[src/sv/prsd_pkg.sv]
package prsd_pkg;

  // Palette geometry
  localparam int unsigned PaletteEntries = 256;
  localparam int unsigned PalIdxW = (PaletteEntries > 1) ? $clog2(PaletteEntries) : 1;

  // Queue between front and back
  localparam int unsigned QueueDepth = 4;
  localparam int unsigned QPtrW      = $clog2(QueueDepth);
  localparam int unsigned QCntW      = $clog2(QueueDepth + 1);

  // Transparent run colour and alpha codes
  localparam logic [7:0] TransRed   = 8'hBE;
  localparam logic [7:0] TransGreen = 8'h3C;
  localparam logic [7:0] TransBlue  = 8'hBE;
  localparam logic [7:0] AlphaClear = 8'h00;
  localparam logic [7:0] AlphaOpaque = 8'hFF;

  // Input command codes
  localparam logic CmdPalWrite = 1'b0;
  localparam logic CmdBody     = 1'b1;

  // Result kinds
  localparam logic KindOpaque = 1'b0;
  localparam logic KindRun    = 1'b1;

  typedef enum logic [1:0] {
    PH_SKIP,
    PH_COUNT,
    PH_LIT
  } phase_e;

  typedef enum logic [1:0] {
    OP_WRITE,
    OP_PIXEL,
    OP_SKIP
  } op_e;

  typedef struct packed {
    logic       cmd;
    logic [7:0] palette_index;
    logic [7:0] red_in;
    logic [7:0] green_in;
    logic [7:0] blue_in;
    logic [7:0] body_byte;
    logic       first_byte;
  } in_item_t;

  typedef struct packed {
    logic       pixel_kind;
    logic [7:0] run_length;
    logic [7:0] red;
    logic [7:0] green;
    logic [7:0] blue;
    logic [7:0] alpha;
  } out_item_t;

  // Operation handed from front to back
  typedef struct packed {
    op_e         op;
    logic [7:0]  addr;
    logic [23:0] color;
    logic [7:0]  count;
  } op_t;

endpackage

[src/sv/prsd_front.sv]
module prsd_front (
  input  logic             clk_i,
  input  logic             rst_ni,
  input  logic             cfg_we_i,
  input  logic             cfg_wdata_i,
  input  logic             in_valid_i,
  output logic             in_ready_o,
  input  prsd_pkg::in_item_t in_data_i,
  input  logic             q_full_i,
  output logic             q_push_o,
  output prsd_pkg::op_t    q_op_o
);
  import prsd_pkg::*;

  phase_e     phase_q, phase_d;
  logic [7:0] lit_q, lit_d;
  logic       mode_q;
  logic       accept;
  phase_e     phase_eff;
  logic [7:0] lit_eff;
  logic [7:0] lit_dec;

  assign in_ready_o = !q_full_i;
  assign accept     = in_valid_i && in_ready_o;

  // Restart the parser on the first byte of a sprite
  assign phase_eff = in_data_i.first_byte ? PH_SKIP : phase_q;
  assign lit_eff   = in_data_i.first_byte ? 8'd0 : lit_q;
  assign lit_dec   = lit_eff - 8'd1;

  // Hold the mode register
  always_ff @(posedge clk_i or negedge rst_ni) begin
    if (!rst_ni) begin
      mode_q <= 1'b0;
    end else if (cfg_we_i) begin
      mode_q <= cfg_wdata_i;
    end
  end

  // Next parser state
  always_comb begin
    phase_d = phase_q;
    lit_d   = lit_q;
    if (accept && in_data_i.cmd == CmdBody) begin
      phase_d = phase_eff;
      lit_d   = lit_eff;
      if (mode_q) begin
        unique case (phase_eff)
          PH_COUNT: begin
            if (in_data_i.body_byte == 8'd0) begin
              phase_d = PH_SKIP;
            end else begin
              lit_d   = in_data_i.body_byte;
              phase_d = PH_LIT;
            end
          end
          PH_LIT: begin
            lit_d = lit_dec;
            if (lit_dec == 8'd0) begin
              phase_d = PH_SKIP;
            end
          end
          default: begin
            phase_d = PH_COUNT;
          end
        endcase
      end
    end
  end

  // Classify the item into a back-end operation
  always_comb begin
    q_push_o       = 1'b0;
    q_op_o.op      = OP_PIXEL;
    q_op_o.addr    = in_data_i.body_byte;
    q_op_o.color   = {in_data_i.red_in, in_data_i.green_in, in_data_i.blue_in};
    q_op_o.count   = in_data_i.body_byte;
    if (in_data_i.cmd == CmdPalWrite) begin
      q_push_o    = accept;
      q_op_o.op   = OP_WRITE;
      q_op_o.addr = in_data_i.palette_index;
    end else if (!mode_q) begin
      q_push_o = accept;
    end else begin
      unique case (phase_eff)
        PH_COUNT: begin
          q_push_o = 1'b0;
        end
        PH_LIT: begin
          q_push_o = accept;
        end
        default: begin
          q_push_o  = accept && (in_data_i.body_byte != 8'd0);
          q_op_o.op = OP_SKIP;
        end
      endcase
    end
  end

  // Advance the parser
  always_ff @(posedge clk_i or negedge rst_ni) begin
    if (!rst_ni) begin
      phase_q <= PH_SKIP;
      lit_q   <= 8'd0;
    end else begin
      phase_q <= phase_d;
      lit_q   <= lit_d;
    end
  end

endmodule

[config.mk]
export PLATFORM = sky130hd
export DESIGN_NAME = prsd_front
export DESIGN_NICKNAME = d
export VERILOG_FILES = /design/src/sv/prsd_pkg.sv /design/src/sv/prsd_front.sv
export SDC_FILE = /design/constraint.sdc
export NUM_CORES = 1
export LEC_CHECK = 0
export ABC_AREA = 1
export ABC_CLOCK_PERIOD_IN_PS = 2100
export BUFFER_PORTS_ARGS = -buffer_cell sky130_fd_sc_hd__clkbuf_2
export CORE_MARGIN = 1
export CORE_UTILIZATION = 42
export CTS_CLUSTER_DIAMETER = 200
export DETAILED_ROUTE_END_ITERATION = 8
export MAX_ROUTING_LAYER = met4
export PLACE_DENSITY_LB_ADDON = 0.12
export SYNTH_ARGS = -nofsm -noshare
export SYNTH_HDL_FRONTEND = slang
export SYNTH_SLANG_ARGS = --single-unit
[constraint.sdc]
create_clock -name clk_i -period 2.1 [get_ports clk_i]
set_clock_uncertainty 0.15 [all_clocks]
set_input_delay 0.315 -clock clk_i [delete_from_list [all_inputs] [get_ports clk_i]]
set_output_delay 0.315 -clock clk_i [all_outputs]
set_load 0.02 [all_outputs]
# After elaboration in Yosys (flattened, before gate mapping)
# Index checks and enable logic that the tools add are counted.
# word_totals
regBits	11
input_bits	48
out_inout_bits	44
# op_classes
n_addsub	1
n_eq_ne	2
muxes	16
reduce_logical	8
# ops
operator	count
8-bit 2-to-1 mux	4
8-bit logical NOT	2
8-bit case mux with 2 select lines	1
2-bit 2-to-1 mux	7
8-bit nonzero test	1
8-bit by 1-bit subtractor with 8-bit output, second input constant	1
2-bit case mux with 2 select lines	1
1-bit logical AND	3
2-bit by 1-bit equality test with 1-bit output, second input constant	1
2-bit equality test, second input constant	1
1-bit 2-to-1 mux	2
1-bit case mux with 2 select lines	1
2-bit OR reduction	1
1-bit logical NOT	1

# Depth between registers and ports, before layout
# depth
depth_word	6
depth_mapped	15
depth_no_buf	15

# Worst setup path after synthesis
# OpenSTA, ideal clock, no wires.
# synth_timing
path_kind	register -> register
start	register phase_q[0]
end	register lit_q[4]
t_arrival_ns	1.602
slack_ns	0.231
path_stages_with_launch	12
n_path_buf	1
period_less_slack_ns	1.869
cell_sequence	dfrtp_1 > inv_1 > nor2_1 > inv_1 > ha_1 > nor2_1 > clkbuf_8 > inv_1 > a21oi_1 > o21ai_0 > nand3_1 > nand2_1
# synth_between
elab_chain_cells	4
elab_cells_between_ends	5
cone_classes	2 x eq/ne; 3 x mux
# synth_rtl
item	line	rtl
start, declared	prsd_front.sv:15	phase_e phase_q, phase_d;
start signal, assigned	prsd_front.sv:106	phase_q <= phase_d;
2-bit 2-to-1 mux (*)	prsd_front.sv:27	assign phase_eff = in_data_i.first_byte ? PH_SKIP : phase_q;
2-bit equality test or 2-bit by 1-bit equality test with 1-bit output (tied branches)	prsd_front.sv:48	unique case (phase_eff)
8-bit case mux with 2 select lines (*)	prsd_front.sv:48	
8-bit 2-to-1 mux (*)	prsd_front.sv:47	if (mode_q) begin
end signal, assigned	prsd_front.sv:107	lit_q <= lit_d;
end, declared	prsd_front.sv:16	logic [7:0] lit_q, lit_d;
# Mark *: on every way between the ends. The rest lies on a longest branch, timed or not.
# A chain may end at the register's enable or synchronous reset.

# Worst setup path in the final report
# layout_timing
start	register phase_q[0]
end	output q_push_o
# layout_between
elab_chain_cells	5
elab_cells_between_ends	6
cone_classes	2 x eq/ne; 4 x mux
# layout_rtl
item	line	rtl
2-bit 2-to-1 mux (*)	prsd_front.sv:27	
2-bit equality test or 2-bit by 1-bit equality test with 1-bit output (tied branches)	prsd_front.sv:85	unique case (phase_eff)
1-bit case mux with 2 select lines (*)	prsd_front.sv:85	
1-bit 2-to-1 mux (*)	prsd_front.sv:82	end else if (!mode_q) begin
1-bit 2-to-1 mux (*)	prsd_front.sv:78	if (in_data_i.cmd == CmdPalWrite) begin
end, declared	prsd_front.sv:10	output logic q_push_o,
# Marked as above.

==> flow_metrics.env <==
export IMPL_status="complete, no violations"
export IMPL_layout_drive_gt1_share=0.317
export IMPL_cts_tree="built"
export IMPL_path_buf_inv=4
export IMPL_synth_top_area_share=0.198
export IMPL_yosysTopAreaCell="dfrtp_1"
export IMPL_hold_violations=0
export IMPL_synth_area_per_cell_um2=6.34
export IMPL_crit_path_end_kind="output pin"
export IMPL_dp_hpwl_um=3010
export IMPL_drv_slew=0
export IMPL_final_nets=296
export IMPL_reg2reg_depth=10
export IMPL_worst_ep_required_time_ns=1.63
export IMPL_grt_pass1_vias=1269
export IMPL_worst_pin_slew_ns=0.338
export IMPL_syn_cell_area_um2=1390
export IMPL_pwr_density_cell_nw_per_um2=591
export IMPL_timing_fmax_mhz=495
export IMPL_dpl_cell_area_um2=1480
export IMPL_arrival_ns=1.56
export IMPL_ys_seq_area_frac=0.198
export IMPL_pwr_share_seq=0.325
export IMPL_ios=92
export IMPL_viasPerCell=5.00
export IMPL_post_cts_buffers=0
export IMPL_p_int_mw=0.523
export IMPL_wl_per_cell_um=12.5
export IMPL_grt_pass1_wl_um=5700
export IMPL_fp_row_count=20
export IMPL_start_util=0.447
export IMPL_irDropWorstVdd_mv=0.368
export IMPL_power_frac_comb=0.524
export IMPL_yosys_area_share_simple=0.274
export IMPL_worstSetupPathType="reg2out"
export IMPL_crit_path_max_fanout=4
export IMPL_cts_sinks=11
export IMPL_via_count=1434
export IMPL_synth_cell_types=29
export IMPL_p_switching_mw=0.395
export IMPL_antenna_found_initial=0
export IMPL_synthAdderAreaFrac=0.0361
export IMPL_min_period_ns=2.02
export IMPL_holdWs_ns=0.105
export IMPL_period_share=0.962
export IMPL_areaGrowthSynthToFinish_pct=12.0
export IMPL_route_antenna_remaining_nets=0
export IMPL_cpPeakStageDelay_ns=0.34
export IMPL_grt_util_all_layers=0.224
export IMPL_clkPwrFrac=0.152
export IMPL_cp_slowest_cell="dfrtp_1"
export IMPL_insertion_delay_ns=0.26
export IMPL_cp_num_cells=8
export IMPL_setup_viol=0
export IMPL_clock_path_buffers=2
export IMPL_yosysWarnings=0
export IMPL_syn_inst=219
export IMPL_drv_cap=0
export IMPL_holdCritPathClass="in2reg"
export IMPL_coreArea_um2=3100
export IMPL_die_w_um=59.5
export IMPL_diodes=0
export IMPL_hold_path_depth=2
export IMPL_dieArea_um2=3540
export IMPL_fill_cells=361
export IMPL_synth_xor_area_frac=0
export IMPL_crit_top_cell="inv_2"
export IMPL_dr_pass1_iters=4
export IMPL_grt_overflow=0
export IMPL_drt_wl_total_um=3600
export IMPL_p_sw_frac=0.430
export IMPL_leakagePower_nw=0.857
export IMPL_yosys_top_cells_area="dfrtp_1 (20%), buf_4 (17%), nand2_1 (12%)"
export IMPL_grt_max_degree=20
export IMPL_drt_iter0_drc=66
export IMPL_synth_compound_area_frac=0.196
export IMPL_critical_path_top_delay_family="flip-flops"
export IMPL_portBuffers=43
export IMPL_fp_dieH_um=59.5
export IMPL_gp_congestion=0.852
export IMPL_muxShareOfSynthArea=0
export IMPL_path_cells="inv_2, nor2_4, inv_2, ha_4, inv_2, a211oi_2, a21oi_2, buf_6"
export IMPL_fin_area_um2=1550
export IMPL_cts_root_buf="clkbuf_4"
export IMPL_ys_seq_elements=11
export IMPL_synth_top_family_by_area="buffers and inverters"
export IMPL_rsz0062_at_grt="yes"
export IMPL_drc=0
export IMPL_setup_ws_ns=0.0800
export IMPL_clk_pin_slew_ns=0.06
export IMPL_syn_nets=271
export IMPL_numCtsBuffers=3
export IMPL_h_tree_depth=1
export IMPL_relSlewSlack=0.774
export IMPL_critPathLaunchType="flip-flop"
export IMPL_pre_cts_slack_ns=0.0750
## path summary, 6_finish.rpt
kind                       startpoint       end  slack, ns
max in group asynchronous      rst_ni    mode_q       1.29
max                        phase_q[0]  q_push_o       0.08
min in group asynchronous      rst_ni  lit_q[4]       0.30
min                          cfg_we_i    mode_q       0.10
max reg2reg                phase_q[0]  lit_q[7]       0.27
min reg2reg                  lit_q[6]  lit_q[6]       0.35
## timing repair
item | 4_1_cts | 5_1_grt
hold buffers | 1 | 0
endpoints found under the setup margin | 1 | 1
gates resized for setup | 1 | 11
pin swaps | 0 | 4
hold endpoints to repair | 11 | 0
## layout make-up
class                           instances  area, um^2  share of cell area
Multi-Input combinational cell        136         733               0.472
Timing Repair Buffer                   58         337               0.217
Sequential cell                        11         275               0.177
Inverter                               34         128              0.0821
Tap cell                               44        55.1              0.0354
Clock buffer                            4        26.3              0.0169
## metal layers
| metal | wire (um) | track usage | vias to the layer above |
|---|---|---|---|
| met1 | 1510 | 0.269 | 641 |
| li1 | - | - | 724 |
| met4 | 99 | 0.0816 | 0 |
| met5 | 0 | - | - |
| met2 | 1750 | 0.372 | 49 |
| met3 | 241 | 0.0415 | 20 |
## cell families (layout without fill, tap and decap cells)
group,after synthesis,after routing
flip-flops,11,11
adder cells (fa/ha/maj),4,4
AO/OA/AOI/OAI,45,45
buffers and inverters,72,96
AND/OR/NAND/NOR,87,87
## registers in the layout, indices dropped and copies added (netlist names)
| register | count |
|---|---|
| phase_q | 2 |
| mode_q | 1 |
| lit_q | 8 |
## power groups by stage
stage	logic (mW)	clock network (mW)	registers, mW
2_1_floorplan	0.391	0	0.289
3_3_place_gp	0.461	0	0.301
3_5_place_dp	0.458	0	0.301
4_1_cts	0.469	0.145	0.297
5_1_grt	0.536	0.161	0.303
6_report	0.481	0.139	0.298
## layout by cell type (no fill, tap or decap), types with 3 or more instances in the layout
master	count
inv_1	30
a21oi_1	9
nand2_1	46
nand4_1	6
dfrtp_1	11
clkbuf_2	42
ha_1	3
inv_2	4
nand3_1	12
clkbuf_4	3
o21ai_0	22
buf_4	14
nor2_1	15
## synth_stat cells (all sizes together)
cell type / instances
inv: 34
o21a: 2
nand2: 48
nand3: 12
dfrtp: 11
o31ai: 1
or2: 2
ha: 4
o22ai: 2
nor3: 1
a31oi: 1
nor2: 18
o211ai: 1
a21oi: 10
buf: 35
a21boi: 1
o21ai: 24
a2bb2oi: 2
clkbuf: 3
a211oi: 1
nand4: 6
## through the flow
stage               std cells  setup TNS, ns  utilization  power (mW)
detailed placement        282              0        0.477       0.759
CTS                       287              0        0.493       0.910
global placement          282              0        0.477       0.762
global route              287       -0.00760        0.501        1.00
finish                    287              0        0.501       0.918
floorplan                 219              0            -       0.680
Power figures use the tool's default switching activity.
