===== src/sv/prsd_pkg.sv =====
package prsd_pkg;

  // Palette geometry
  localparam int unsigned PaletteEntries = 256;
  localparam int unsigned PalIdxW = (PaletteEntries > 1) ? $clog2(PaletteEntries) : 1;

  // Queue between front and back
  localparam int unsigned QueueDepth = 4;
  localparam int unsigned QPtrW      = $clog2(QueueDepth);
  localparam int unsigned QCntW      = $clog2(QueueDepth + 1);

  // Transparent run colour and alpha codes
  localparam logic [7:0] TransRed   = 8'hBE;
  localparam logic [7:0] TransGreen = 8'h3C;
  localparam logic [7:0] TransBlue  = 8'hBE;
  localparam logic [7:0] AlphaClear = 8'h00;
  localparam logic [7:0] AlphaOpaque = 8'hFF;

  // Input command codes
  localparam logic CmdPalWrite = 1'b0;
  localparam logic CmdBody     = 1'b1;

  // Result kinds
  localparam logic KindOpaque = 1'b0;
  localparam logic KindRun    = 1'b1;

  typedef enum logic [1:0] {
    PH_SKIP,
    PH_COUNT,
    PH_LIT
  } phase_e;

  typedef enum logic [1:0] {
    OP_WRITE,
    OP_PIXEL,
    OP_SKIP
  } op_e;

  typedef struct packed {
    logic       cmd;
    logic [7:0] palette_index;
    logic [7:0] red_in;
    logic [7:0] green_in;
    logic [7:0] blue_in;
    logic [7:0] body_byte;
    logic       first_byte;
  } in_item_t;

  typedef struct packed {
    logic       pixel_kind;
    logic [7:0] run_length;
    logic [7:0] red;
    logic [7:0] green;
    logic [7:0] blue;
    logic [7:0] alpha;
  } out_item_t;

  // Operation handed from front to back
  typedef struct packed {
    op_e         op;
    logic [7:0]  addr;
    logic [23:0] color;
    logic [7:0]  count;
  } op_t;

endpackage


===== src/sv/prsd_queue.sv =====
module prsd_queue (
  input  logic          clk_i,
  input  logic          rst_ni,
  input  logic          push_i,
  input  prsd_pkg::op_t push_op_i,
  output logic          full_o,
  input  logic          pop_i,
  output logic          empty_o,
  output prsd_pkg::op_t pop_op_o
);
  import prsd_pkg::*;

  op_t              mem_q [QueueDepth];
  logic [QPtrW-1:0] wr_ptr_q, rd_ptr_q;
  logic [QCntW-1:0] count_q, count_d;
  logic             do_push, do_pop;

  assign full_o   = (count_q == QCntW'(QueueDepth));
  assign empty_o  = (count_q == '0);
  assign do_push  = push_i && !full_o;
  assign do_pop   = pop_i && !empty_o;
  assign pop_op_o = mem_q[rd_ptr_q];

  always_comb begin
    count_d = count_q;
    if (do_push && !do_pop) begin
      count_d = count_q + 1'b1;
    end else if (do_pop && !do_push) begin
      count_d = count_q - 1'b1;
    end
  end

  // Store pushed items
  always_ff @(posedge clk_i) begin
    if (do_push) begin
      mem_q[wr_ptr_q] <= push_op_i;
    end
  end

  // Advance pointers and fill count
  always_ff @(posedge clk_i or negedge rst_ni) begin
    if (!rst_ni) begin
      wr_ptr_q <= '0;
      rd_ptr_q <= '0;
      count_q  <= '0;
    end else begin
      if (do_push) begin
        wr_ptr_q <= (wr_ptr_q == QPtrW'(QueueDepth - 1)) ? '0 : wr_ptr_q + 1'b1;
      end
      if (do_pop) begin
        rd_ptr_q <= (rd_ptr_q == QPtrW'(QueueDepth - 1)) ? '0 : rd_ptr_q + 1'b1;
      end
      count_q <= count_d;
    end
  end

endmodule


===== config.mk =====
export PLATFORM = sky130hd
export DESIGN_NAME = prsd_queue
export DESIGN_NICKNAME = d
export VERILOG_FILES = /design/src/sv/prsd_pkg.sv /design/src/sv/prsd_queue.sv
export SDC_FILE = /design/constraint.sdc
export NUM_CORES = 1
export LEC_CHECK = 0
export BUFFER_PORTS_ARGS = -buffer_cell sky130_fd_sc_hd__buf_4
export CORE_MARGIN = 5
export CORE_UTILIZATION = 34
export CTS_BUF_LIST = sky130_fd_sc_hd__clkbuf_16
export CTS_CLUSTER_SIZE = 12
export DETAILED_ROUTE_END_ITERATION = 16
export GPL_TIMING_DRIVEN = 0
export PLACE_DENSITY = 0.55
export SLEW_MARGIN = 15
export SYNTH_ARGS = -nofsm -noshare
export SYNTH_HDL_FRONTEND = slang
export SYNTH_SLANG_ARGS = --single-unit
export TNS_END_PERCENT = 100

===== constraint.sdc =====
create_clock -name clk_i -period 3.8 [get_ports clk_i]
set_input_delay 0.19 -clock clk_i [delete_from_list [all_inputs] [get_ports clk_i]]
set_output_delay 0.19 -clock clk_i [all_outputs]
set_load 0.01 [all_outputs]

* Word-level counts from Yosys, hierarchy flattened
Memory sizes are Yosys's and may differ from the RTL's.
Cells that the tools add are included.
** Word-level totals
- Memories kept :: 1
- Input port bits :: 46
- Output and inout port bits :: 44
- Register bits after elaboration :: 7
- RAM bits :: 168
** Cells by class
- Muxes and demuxes :: 6
- Reduce and logical (&&, ||, !) cells :: 10
- $add $sub $neg :: 4
- Equality and inequality tests :: 3
** Memories
- mem_q :: words 4, width 42, read ports 1, clocked after Yosys merged registers in 0, write ports 1, RTL line prsd_queue.sv:13 : op_t mem_q [QueueDepth];
** Operator list (number)
- $mux W3 :: 2
- $add A2 B1 Y2 const B :: 2
- $eq A2 B2 Y1 const B :: 2
- $logic_and A1 B1 Y1 :: 4
- $logic_not A1 Y1 :: 4
- $mux W2 :: 2
- $add A3 B1 Y3 const B :: 1
- $eq A3 B3 Y1 const B :: 1
- $logic_not A3 Y1 :: 1
- $sub A3 B1 Y3 const B :: 1
- $mux W1 :: 2
- $reduce_bool A2 Y1 :: 1

* Longest topological paths before layout
Gate-level depths: netlist of the first run.
- Word-level depth :: 7
- Gate-level depth with buffers :: 8

* Worst setup path before layout of the first run
Ideal clock, no wire load.
- Path kind :: flip-flop to flip-flop
- From :: reg count_q[2]
- To :: mem mem_q[3][0] (netlist bit), enable pin
- Arrival time :: 2389 ps
- Period minus slack after synthesis :: 2831 ps
- Required time :: 3358 ps
- Path buffers :: 0
- Stages on the path, launching flop included :: 3
- Setup slack :: 969 ps
- Path through :: dfrtp_1 > nor3b_4 > nor2_1
** Between the ends
- Cells in the longest elaborated chain, start to end :: 5
** RTL lines
- start: declaration :: RTL line prsd_queue.sv:15 : logic [QCntW-1:0] count_q, count_d;
- start signal: assignment :: RTL line prsd_queue.sv:53 : count_q <= count_d;
- $eq A3 B3 Y1 :: RTL line prsd_queue.sv:18 : assign full_o = (count_q == QCntW'(QueueDepth));
- via full_o :: RTL line prsd_queue.sv:6 : output logic full_o,
- $logic_not A1 Y1 :: RTL line prsd_queue.sv:20 : assign do_push = push_i && !full_o;
- $logic_and A1 B1 Y1 :: RTL line prsd_queue.sv:20
- $mux W1 :: RTL line prsd_queue.sv:35 : if (do_push) begin
- $mux W1 (implied by the code) :: RTL line prsd_queue.sv:36 : mem_q[wr_ptr_q] <= push_op_i;
- end: declaration :: RTL line prsd_queue.sv:13
The timed path passes the listed nets, and every way through them passes these cells.

* Final worst setup path of the first run
- From :: reg count_q[0]
- To :: reg count_q[2]
** Between the ends
- Cells in the longest elaborated chain, start to end :: 6
- Elaborated cells on any way between the ends :: 15
- Classes of those cells :: add/sub (2); eq/ne (1); mux (2); reduce/logical (10)
** RTL lines
- parallel branches: the longest is 6 deep, another holds $sub A3 B1 Y3
Parallel ways; which one is timed is not known. The select of a mux whose other input is x is not followed.
A chain may end at the register's enable or synchronous reset.

==> results of run 1 <==
report_power, final:
group          switching (uW)  internal, uW  leakage, uW  total [uW]
logic                    1010          1110      0.00110        2120
clock network             735          1050     0.000298        1780
registers                 112          2550      0.00162        2670
worst max-delay path by stage:
stage | to | slack (ns) | depth (start not counted)
2_1_floorplan | mem_q[3][0] | 0.97 | 2
3_3_place_gp | mem_q[3][23] | -0.82 | 3
3_5_place_dp | count_q[2] | 1.68 | 7
4_1_cts | count_q[2] | 1.66 | 7
5_1_grt | count_q[2] | 1.54 | 7
6_report | count_q[2] | 1.66 | 7
logic make-up (layout without fill, tap and decap cells):
kind of cell | count (synthesis) | count (layout) | synth area share
flops | 175 | 175 | 0.796
mux | 46 | 46 | 0.152
buf+inv | 13 | 179 | 0.0187
simple gates | 11 | 11 | 0.0116
fa+ha+maj | 7 | 7 | 0.0145
xor+xnor | 3 | 3 | 0.00401
compound gates | 2 | 2 | 0.00305
through the flow:
step | instance area, sq um | hold WS (ns) | cells | total power, uW | setup TNS (ns)
4_1_cts | 8660 | 0.0942 | 683 | 6710 | 0
6_report | 8660 | 0.117 | 683 | 6560 | 0
3_5_place_dp | 7620 | 0.00957 | 608 | 4870 | 0
3_3_place_gp | 7550 | 0.0102 | 606 | 4820 | -34.48
5_1_grt | 8660 | 0.0999 | 683 | 6940 | 0
2_1_floorplan | 6560 | -0.106 | 257 | 3940 | 0
sequential cells by signal, summed over array words and instances, names as in the netlist:
| signal | flops |
|---|---|
| wr_ptr_q | 2 |
| mem_q | 168 |
| count_q | 3 |
| rd_ptr_q | 2 |
repair_timing:
action	4_1_cts	5_1_grt
hold buffers	43	0
setup buffers	0	0
hold endpoints to repair	175	0
area by class of cell:
cell class                      instances  share of cell area
Buffer                                 10              0.0129
Timing Repair Buffer                  134               0.133
Clock inverter                         15              0.0211
Sequential cell                       175               0.603
Tap cell                              260              0.0376
Inverter                                3             0.00130
Multi-Input combinational cell         69               0.142
Clock buffer                           17              0.0491
worst reg2reg max path: cells and delay by family, from the launching register on:
family	cells	cell delay [ns]
xor+xnor	2	0.33
flops	1	0.48
simple gates	1	0.13
compound gates	1	0.44
fa+ha+maj	2	0.63
buf+inv	1	0.06
metal layers:
layer	GRT usage	vias to the layer above
li1	-	1394
met1	0.155	1624
met2	0.189	69
met3	0.0392	11
met4	0.0330	0
met5	0	-
cells in the final DEF, fill, tap and decap left out:
cell type                         n
sky130_fd_sc_hd__a21o_1           1
sky130_fd_sc_hd__and2_4           3
sky130_fd_sc_hd__buf_12           3
sky130_fd_sc_hd__buf_16           2
sky130_fd_sc_hd__buf_2            5
sky130_fd_sc_hd__buf_4           89
sky130_fd_sc_hd__buf_6            1
sky130_fd_sc_hd__buf_8            1
sky130_fd_sc_hd__bufinv_16        3
sky130_fd_sc_hd__clkbuf_16       17
sky130_fd_sc_hd__clkinv_2         2
sky130_fd_sc_hd__clkinv_4         1
sky130_fd_sc_hd__clkinvlp_4       2
sky130_fd_sc_hd__dfrtp_1          7
sky130_fd_sc_hd__dlygate4sd3_1   43
sky130_fd_sc_hd__edfxtp_1       168
sky130_fd_sc_hd__fa_1             1
sky130_fd_sc_hd__ha_1             6
sky130_fd_sc_hd__inv_1            4
sky130_fd_sc_hd__inv_6            5
sky130_fd_sc_hd__inv_8            1
sky130_fd_sc_hd__mux2_1           2
sky130_fd_sc_hd__mux2_4           2
sky130_fd_sc_hd__mux4_2          42
sky130_fd_sc_hd__nand2_1          1
sky130_fd_sc_hd__nor2_1           2
sky130_fd_sc_hd__nor2_4           1
sky130_fd_sc_hd__nor2b_4          1
sky130_fd_sc_hd__nor3_1           2
sky130_fd_sc_hd__nor3b_4          1
sky130_fd_sc_hd__o31ai_2          1
sky130_fd_sc_hd__xnor2_1          1
sky130_fd_sc_hd__xor2_1           2
==> impl_metrics.prom, run 1 <==
# TYPE chip_impl_metric gauge
chip_impl_metric{name="fraction_of_synthesized_cell_area_taken_by_the_top_area_cell_type",unit=""} 0.769
chip_impl_metric{name="worst_r2r_path_depth",unit=""} 7
chip_impl_metric{name="nets",unit=""} 463
chip_impl_metric{name="final_layout_size_suffix_gt1_frac",unit=""} 0.433
chip_impl_metric{name="cts_max_level",unit=""} 4
chip_impl_metric{name="worstPathArrival",unit="ns"} 2.48
chip_impl_metric{name="firstDrtPassIters",unit=""} 4
chip_impl_metric{name="fmax",unit="GHz"} 0.467
chip_impl_metric{name="first_global_vias",unit=""} 3408
chip_impl_metric{name="grt_start_max_net_pins",unit=""} 43
chip_impl_metric{name="met2_length",unit="um"} 6080
chip_impl_metric{name="drt_drc_violations_left",unit=""} 0
chip_impl_metric{name="finalClockSkew",unit="ns"} 0.00839
chip_impl_metric{name="floorplan.die.height",unit="um"} 149
chip_impl_info{name="synth_top_area_cell",value="sky130_fd_sc_hd__edfxtp_1"} 1
chip_impl_metric{name="postSynthCellCount",unit=""} 257
chip_impl_metric{name="post-route-min-period",unit="ns"} 2.14
chip_impl_metric{name="vias_per_cell",unit=""} 4.54
chip_impl_metric{name="cp_max_fo",unit=""} 5
chip_impl_info{name="regToRegStartpoint",value="count_q[0]"} 1
chip_impl_metric{name="antenna_found_initial",unit=""} 0
chip_impl_metric{name="final_antenna_net_count",unit=""} 0
chip_impl_metric{name="grt_usage",unit=""} 0.118
chip_impl_info{name="rsz0062_at_grt",value="false"} 1
chip_impl_info{name="worst_path_most_repeated_cell",value="sky130_fd_sc_hd__xor2_1"} 1
chip_impl_info{name="netlist_top_cells_count",value="sky130_fd_sc_hd__edfxtp_1 (168), sky130_fd_sc_hd__mux4_2 (42), sky130_fd_sc_hd__dfrtp_1 (7)"} 1
chip_impl_metric{name="place.gp.congestion",unit=""} 0.682
chip_impl_metric{name="postRouteWirelength",unit="um"} 12300
chip_impl_metric{name="utilization",unit=""} 0.460
chip_impl_metric{name="final-max-slew-violation-count",unit=""} 0
chip_impl_metric{name="clock_tree.buffer_depth",unit=""} 2
chip_impl_metric{name="resize_count_post_cts",unit=""} 0
chip_impl_metric{name="dp_hpwl",unit="um"} 7350
chip_impl_metric{name="drt_first_iter_violations",unit=""} 111
chip_impl_metric{name="die_width",unit="um"} 149
chip_impl_info{name="path_cells",value="o31ai_2 > ha_1 > inv_1 > fa_1 > xor2_1 > nor2_1 > xor2_1"} 1
chip_impl_metric{name="layout.area.seq",unit="sq um"} 5220
chip_impl_metric{name="routed-via-count",unit=""} 3098
chip_impl_metric{name="syn_area",unit="sq um"} 6560
chip_impl_info{name="timing.critical_path.from_type",value="flop"} 1
chip_impl_metric{name="tightestPinTransition",unit="ns"} 0.714
chip_impl_metric{name="synth-edff-count",unit=""} 168
chip_impl_metric{name="rrSetupSlack",unit="ns"} 1.66
chip_impl_info{name="hold_path.class",value="input pin to asynchronous set/reset pin"} 1
chip_impl_metric{name="synth_seq_area_share",unit=""} 0.796
chip_impl_metric{name="postSynthRegisterBits",unit=""} 175
chip_impl_info{name="timing_worst_setup_path_type",value="flop to flop"} 1
chip_impl_metric{name="timing.critical_path.buf_inv",unit=""} 1
chip_impl_metric{name="timing_hold_violations_final",unit=""} 0
chip_impl_metric{name="place.port_buffers",unit=""} 89
chip_impl_metric{name="std_cell_rows",unit=""} 50
chip_impl_metric{name="avgSynthCellArea",unit="sq um"} 25.5
chip_impl_info{name="crit_start",value="count_q[0]"} 1
chip_impl_metric{name="power.density",unit="nW/um^2"} 758
chip_impl_metric{name="timing.slew.headroom",unit=""} 0.524
chip_impl_metric{name="drv.max_cap_violation_count",unit=""} 0
chip_impl_metric{name="num_antenna_cells",unit=""} 0
chip_impl_metric{name="worst-endpoint-required",unit="ns"} 4.14
chip_impl_metric{name="overflow",unit=""} 0
chip_impl_metric{name="critical_path.max_stage_delay",unit="ns"} 0.48
chip_impl_metric{name="yosysWarnings",unit=""} 0
chip_impl_metric{name="cts-buffers-inserted",unit=""} 17
chip_impl_metric{name="start_util",unit=""} 0.348
chip_impl_metric{name="total_setup_violations_reported_at_the_end_of_the_flow",unit=""} 0
chip_impl_metric{name="filler_cell_count",unit=""} 1616
chip_impl_metric{name="grt_pass1_wl",unit="um"} 19400
chip_impl_metric{name="leakage",unit="uW"} 0.00302
chip_impl_metric{name="insertion_delay",unit="ns"} 0.41
chip_impl_metric{name="wl_met3",unit="um"} 581
chip_impl_info{name="endpoint_of_the_worst_slack_reg_to_reg_timing_path",value="count_q[2]"} 1
chip_impl_info{name="uppermost_layer_routed",value="met4"} 1
chip_impl_metric{name="die-area",unit="sq um"} 22200
chip_impl_metric{name="area_of_combinational_cells_with_multiple_inputs",unit="sq um"} 1230
chip_impl_metric{name="clock_sink_count",unit=""} 175
chip_impl_metric{name="async_flop_share",unit=""} 0.0400
chip_impl_info{name="cts_tree",value="built"} 1
chip_impl_info{name="status",value="finished, final reports clean"} 1
chip_impl_metric{name="synth_cell_types",unit=""} 22
chip_impl_metric{name="io-pin-count",unit=""} 90
chip_impl_info{name="cts-root-buf",value="sky130_fd_sc_hd__clkbuf_16"} 1
chip_impl_metric{name="clk_transition_reported_paths",unit="ns"} 0.06
chip_impl_metric{name="area_delta_synth_final",unit="%"} 32.0
chip_impl_metric{name="timing.final.crit_share",unit=""} 0.564
chip_impl_info{name="critical_path.top_delay_family",value="adder cells"} 1
chip_impl_info{name="worst_setup_path_end_kind",value="flop"} 1
chip_impl_info{name="timing.critical_path.slowest_stage_cell",value="sky130_fd_sc_hd__dfrtp_1"} 1
chip_impl_metric{name="finalWorstSetupSlack",unit="ns"} 1.66
chip_impl_metric{name="routedWlPerCell",unit="um"} 18.0
chip_impl_metric{name="place_worst_setup_slack",unit="ns"} 1.68
chip_impl_metric{name="power.ir.vdd_worst",unit="mV"} 0.393
chip_impl_metric{name="coreArea",unit="sq um"} 18800
chip_impl_info{name="synth_top_cells_by_area",value="sky130_fd_sc_hd__edfxtp_1 (77%), sky130_fd_sc_hd__mux4_2 (14%), sky130_fd_sc_hd__dfrtp_1 (2.7%), sky130_fd_sc_hd__ha_1 (1.1%), sky130_fd_sc_hd__buf_12 (0.92%)"} 1
chip_impl_metric{name="detail_route.wirelength.met1",unit="um"} 5490
chip_impl_metric{name="synth_nets",unit=""} 310
chip_impl_info{name="synthFlopType",value="sky130_fd_sc_hd__edfxtp_1"} 1
chip_impl_info{name="post-synth-top-count-cell",value="sky130_fd_sc_hd__edfxtp_1"} 1
(Power assumes the default switching activity.)
==> run 2: changes to the inputs <==
--- a/config.mk
+++ b/config.mk
@@ -5,6 +5,7 @@
 export SDC_FILE = /design/constraint.sdc
 export NUM_CORES = 1
 export LEC_CHECK = 0
+export ABC_AREA = 1
 export BUFFER_PORTS_ARGS = -buffer_cell sky130_fd_sc_hd__buf_4
 export CORE_MARGIN = 5
 export CORE_UTILIZATION = 34
@@ -12,7 +13,7 @@
 export CTS_CLUSTER_SIZE = 12
 export DETAILED_ROUTE_END_ITERATION = 16
 export GPL_TIMING_DRIVEN = 0
-export PLACE_DENSITY = 0.55
+export PLACE_DENSITY = 0.56
 export SLEW_MARGIN = 15
 export SYNTH_ARGS = -nofsm -noshare
 export SYNTH_HDL_FRONTEND = slang
==> constraint.sdc (replaced) <==
create_clock -name clk_i -period 1.7 [get_ports clk_i]
set_input_delay 0.085 -clock clk_i [delete_from_list [all_inputs] [get_ports clk_i]]
set_output_delay 0.085 -clock clk_i [all_outputs]
set_load 0.01 [all_outputs]
==> impl_metrics.prom, run 2 <==
# TYPE chip_impl_metric gauge
chip_impl_metric{name="grt_pass1_wl",unit="um"} 27300
chip_impl_info{name="rsz0062_at_grt",value="true"} 1
chip_impl_info{name="post-synth-top-count-cell",value="sky130_fd_sc_hd__edfxtp_1"} 1
chip_impl_metric{name="overflow",unit=""} 0
chip_impl_metric{name="timing.critical_path.buf_inv",unit=""} 4
chip_impl_metric{name="intPower",unit="uW"} 11300
chip_impl_metric{name="floorplan.die.height",unit="um"} 156
chip_impl_metric{name="cts_max_level",unit=""} 4
chip_impl_info{name="timing_worst_setup_path_type",value="flop to primary output"} 1
chip_impl_metric{name="coreArea",unit="sq um"} 21000
chip_impl_metric{name="fraction_of_synthesized_cell_area_taken_by_the_top_area_cell_type",unit=""} 0.696
chip_impl_metric{name="dp_hpwl",unit="um"} 11100
chip_impl_info{name="synth_top_cells_by_area",value="sky130_fd_sc_hd__edfxtp_1 (70%), sky130_fd_sc_hd__nand2_1 (7.3%), sky130_fd_sc_hd__o211ai_1 (6.3%), sky130_fd_sc_hd__inv_1 (5.1%), sky130_fd_sc_hd__o211ai_2 (4.0%)"} 1
chip_impl_metric{name="layout.area.seq",unit="sq um"} 5220
chip_impl_metric{name="grt_start_max_net_pins",unit=""} 23
chip_impl_info{name="worst_setup_path_end_kind",value="primary output"} 1
chip_impl_info{name="max_flop_register",value="mem_q"} 1
chip_impl_metric{name="die_width",unit="um"} 156
chip_impl_metric{name="place.port_buffers",unit=""} 89
chip_impl_metric{name="drt_drc_violations_left",unit=""} 0
chip_impl_metric{name="final_antenna_net_count",unit=""} 0
chip_impl_metric{name="power.ir.vdd_worst",unit="mV"} 0.827
chip_impl_info{name="cts_tree",value="built"} 1
chip_impl_info{name="layout_commonest_cell",value="sky130_fd_sc_hd__edfxtp_1"} 1
chip_impl_metric{name="groute.layer.met1.usage",unit=""} 0.188
chip_impl_metric{name="yosysWarnings",unit=""} 0
chip_impl_metric{name="nets",unit=""} 783
chip_impl_metric{name="leakage",unit="uW"} 0.00401
chip_impl_metric{name="drv.max_cap_violation_count",unit=""} 0
chip_impl_info{name="netlist_top_cells_count",value="sky130_fd_sc_hd__edfxtp_1 (168), sky130_fd_sc_hd__nand2_1 (141), sky130_fd_sc_hd__inv_1 (99)"} 1
chip_impl_info{name="cts-root-buf",value="sky130_fd_sc_hd__clkbuf_16"} 1
chip_impl_metric{name="tightestPinTransition",unit="ns"} 0.402
chip_impl_metric{name="die-area",unit="sq um"} 24300
chip_impl_metric{name="synth_seq_area_share",unit=""} 0.720
chip_impl_metric{name="insertion_delay",unit="ns"} 0.42
chip_impl_metric{name="timing.hold.ws",unit="ns"} 0.0161
chip_impl_metric{name="cp_max_fo",unit=""} 10
chip_impl_metric{name="final-max-slew-violation-count",unit=""} 0
chip_impl_metric{name="num_antenna_cells",unit=""} 0
chip_impl_metric{name="std_cell_rows",unit=""} 53
chip_impl_metric{name="clock_sink_count",unit=""} 175
chip_impl_metric{name="clk_transition_reported_paths",unit="ns"} 0.06
chip_impl_metric{name="largest_register_ff_count",unit=""} 168
chip_impl_metric{name="critical_path.max_stage_delay",unit="ns"} 0.40
chip_impl_metric{name="synth-edff-count",unit=""} 168
chip_impl_metric{name="grtUsageMet2",unit=""} 0.259
chip_impl_metric{name="place_worst_setup_slack",unit="ns"} -0.333
chip_impl_metric{name="postSynthCellCount",unit=""} 551
chip_impl_metric{name="timing.final.crit_share",unit=""} 1.05
chip_impl_metric{name="synth_cell_types",unit=""} 18
chip_impl_metric{name="worst-endpoint-required",unit="ns"} 1.62
chip_impl_metric{name="io-pin-count",unit=""} 90
chip_impl_info{name="synthFlopType",value="sky130_fd_sc_hd__edfxtp_1"} 1
chip_impl_metric{name="total_setup_violations_reported_at_the_end_of_the_flow",unit=""} 42
chip_impl_metric{name="antenna_found_initial",unit=""} 0
chip_impl_info{name="synth_top_area_cell",value="sky130_fd_sc_hd__edfxtp_1"} 1
chip_impl_metric{name="area_delta_synth_final",unit="%"} 37.1
chip_impl_info{name="most_frequent_cells_in_the_layout",value="sky130_fd_sc_hd__edfxtp_1 (168), sky130_fd_sc_hd__nand2_1 (134), sky130_fd_sc_hd__inv_1 (96), sky130_fd_sc_hd__buf_4 (88), sky130_fd_sc_hd__o211ai_1 (61)"} 1
chip_impl_metric{name="path_depth",unit=""} 6
chip_impl_metric{name="synth_nets",unit=""} 604
chip_impl_metric{name="post-route-min-period",unit="ns"} 1.79
chip_impl_metric{name="worstPathArrival",unit="ns"} 1.71
chip_impl_info{name="gr-max-usage-layer",value="met2"} 1
chip_impl_info{name="biggestRegsByFlops",value="mem_q (168), count_q (3)"} 1
chip_impl_metric{name="avgSynthCellArea",unit="sq um"} 13.2
chip_impl_info{name="path_cells",value="buf_8 > buf_12 > buf_6 > o211ai_1 > nand2_1 > buf_4"} 1
chip_impl_metric{name="syn_area",unit="sq um"} 7250
chip_impl_metric{name="met3_use_gr",unit=""} 0.0266
chip_impl_metric{name="start_util",unit=""} 0.345
chip_impl_info{name="timing.critical_path.from_type",value="flop"} 1
chip_impl_metric{name="routed-via-count",unit=""} 4674
chip_impl_metric{name="sequential_group_share_of_total_power",unit=""} 0.344
chip_impl_metric{name="pwr-share-clk",unit=""} 0.214
chip_impl_metric{name="postSynthRegisterBits",unit=""} 175
chip_impl_metric{name="place.gp.congestion",unit=""} 0.722
chip_impl_metric{name="firstDrtPassIters",unit=""} 5
chip_impl_info{name="status",value="complete, but fails checks"} 1
chip_impl_info{name="violations",value="setup timing"} 1
chip_impl_metric{name="final_layout_size_suffix_gt1_frac",unit=""} 0.291
chip_impl_metric{name="finalClockSkew",unit="ns"} 0.00703
chip_impl_metric{name="first_global_vias",unit=""} 4923
chip_impl_info{name="timing.critical_path.slowest_stage_cell",value="sky130_fd_sc_hd__dfrtp_1"} 1
chip_impl_metric{name="cts-buffers-inserted",unit=""} 17
chip_impl_info{name="hold_path.class",value="input pin to asynchronous set/reset pin"} 1
chip_impl_metric{name="drt_first_iter_violations",unit=""} 194
chip_impl_metric{name="routedWlPerCell",unit="um"} 17.2
chip_impl_metric{name="power.combinational.fraction",unit=""} 0.442
chip_impl_metric{name="grt_usage",unit=""} 0.148
chip_impl_info{name="critical_path.top_delay_family",value="buffers and inverters"} 1
chip_impl_metric{name="power.density",unit="nW/um^2"} 1730
chip_impl_metric{name="fmax",unit="GHz"} 0.558
chip_impl_metric{name="area_of_combinational_cells_with_multiple_inputs",unit="sq um"} 1580
chip_impl_metric{name="dpl_cell_area",unit="sq um"} 8460
chip_impl_metric{name="design_area",unit="sq um"} 9940
chip_impl_metric{name="vias_per_cell",unit=""} 4.59
chip_impl_metric{name="clock_tree.buffer_depth",unit=""} 2
chip_impl_metric{name="filler_cell_count",unit=""} 1843
chip_impl_metric{name="power_switching",unit="uW"} 5960
chip_impl_metric{name="postRouteWirelength",unit="um"} 17500
chip_impl_metric{name="timing.slew.headroom",unit=""} 0.731
chip_impl_metric{name="timing_hold_violations_final",unit=""} 0
chip_impl_metric{name="worst_r2r_path_depth",unit=""} 10
chip_impl_metric{name="async_flop_share",unit=""} 0.0400
chip_impl_metric{name="power.switching_fraction",unit=""} 0.346
chip_impl_metric{name="finalWorstSetupSlack",unit="ns"} -0.0928
==> run 2: cell count changes in the layout (fill, tap and decap cells not counted), moves of 4 or more <==
cell                       change
sky130_fd_sc_hd__clkbuf_4      +7
sky130_fd_sc_hd__o211ai_1     +61
sky130_fd_sc_hd__buf_12        +6
sky130_fd_sc_hd__mux4_2       -42
sky130_fd_sc_hd__inv_2         +4
sky130_fd_sc_hd__inv_1        +92
sky130_fd_sc_hd__buf_6        +24
sky130_fd_sc_hd__nand2_2       +5
sky130_fd_sc_hd__buf_8         +5
sky130_fd_sc_hd__nand3_1       +5
sky130_fd_sc_hd__nand2_1     +133
sky130_fd_sc_hd__o211ai_2     +23
sky130_fd_sc_hd__nor2_4        +5
sky130_fd_sc_hd__buf_2         -4
==> run 2: cell type report <==
cell class,instances,area share
multi-input combinational,250,0.159
timing repair buffer,158,0.153
sequential,175,0.525
inverter,100,0.0390
clock inverter,15,0.0132
clock buffer,17,0.0428
buffer,28,0.0336
tap,275,0.0346
==> run 2: metal layers <==
layer  share of wire  routed length [um]
met5               0                   0
met4           0.013                 225
met3           0.046                 799
met2            0.52                9040
met1            0.42                7430
==> run 2: cell families (layout without fill, tap and decap cells) <==
kind of cell,count (synthesis),after routing,synth area share
adder cells (fa/ha/maj),7,7,0.0131
XOR/XNOR,1,1,0.00121
flip-flops,175,175,0.720
buffers and inverters,128,318,0.0803
AO/OA/AOI/OAI,85,85,0.104
AND/OR/NAND/NOR,155,157,0.0818
==> run 2: power groups by stage <==
stage / sequential, uW / clock, uW / combinational [uW]
after floorplan: 5960 / 0 / 3600
after global placement: 6000 / 0 / 6180
after detailed placement: 6020 / 0 / 6510
after CTS: 5920 / 3770 / 7400
after global routing: 5990 / 3950 / 8320
final: 5920 / 3680 / 7610
==> run 2: stage by stage <==
stage	total power (uW)	TNS [ns]	std cells	utilization
floorplan	9560	-3.10	551	-
global placement	12200	-104.12	915	0.395
detailed placement	12500	-19.67	921	0.402
CTS	17100	-3.06	1012	0.466
global route	18300	-5.51	1018	0.473
finish	17200	-1.96	1018	0.473
==> run 2: final timing paths <==
path	start	endpoint	slack, ns
worst max-delay path	rd_ptr_q[0]	pop_op_o[18]	-0.09
worst min-delay path	rst_ni	count_q[0]	0.02
worst min register to register	wr_ptr_q[1]	wr_ptr_q[1]	0.56
max in group asynchronous	rst_ni	count_q[0]	1.54
worst max register to register	count_q[2]	count_q[2]	0.04
min in group clk_i	push_op_i[9]	mem_q[0][9]	0.40
==> run 2: what timing repair did <==
action | 4_1_cts | 5_1_grt
gates cloned | 2 | 1
gates resized for setup | 59 | 27
endpoints found under the hold margin | 179 | 0
hold buffers | 45 | 0
pin swaps | 35 | 19
buffers inserted | 12 | 5
endpoints found under the setup margin | 163 | 44
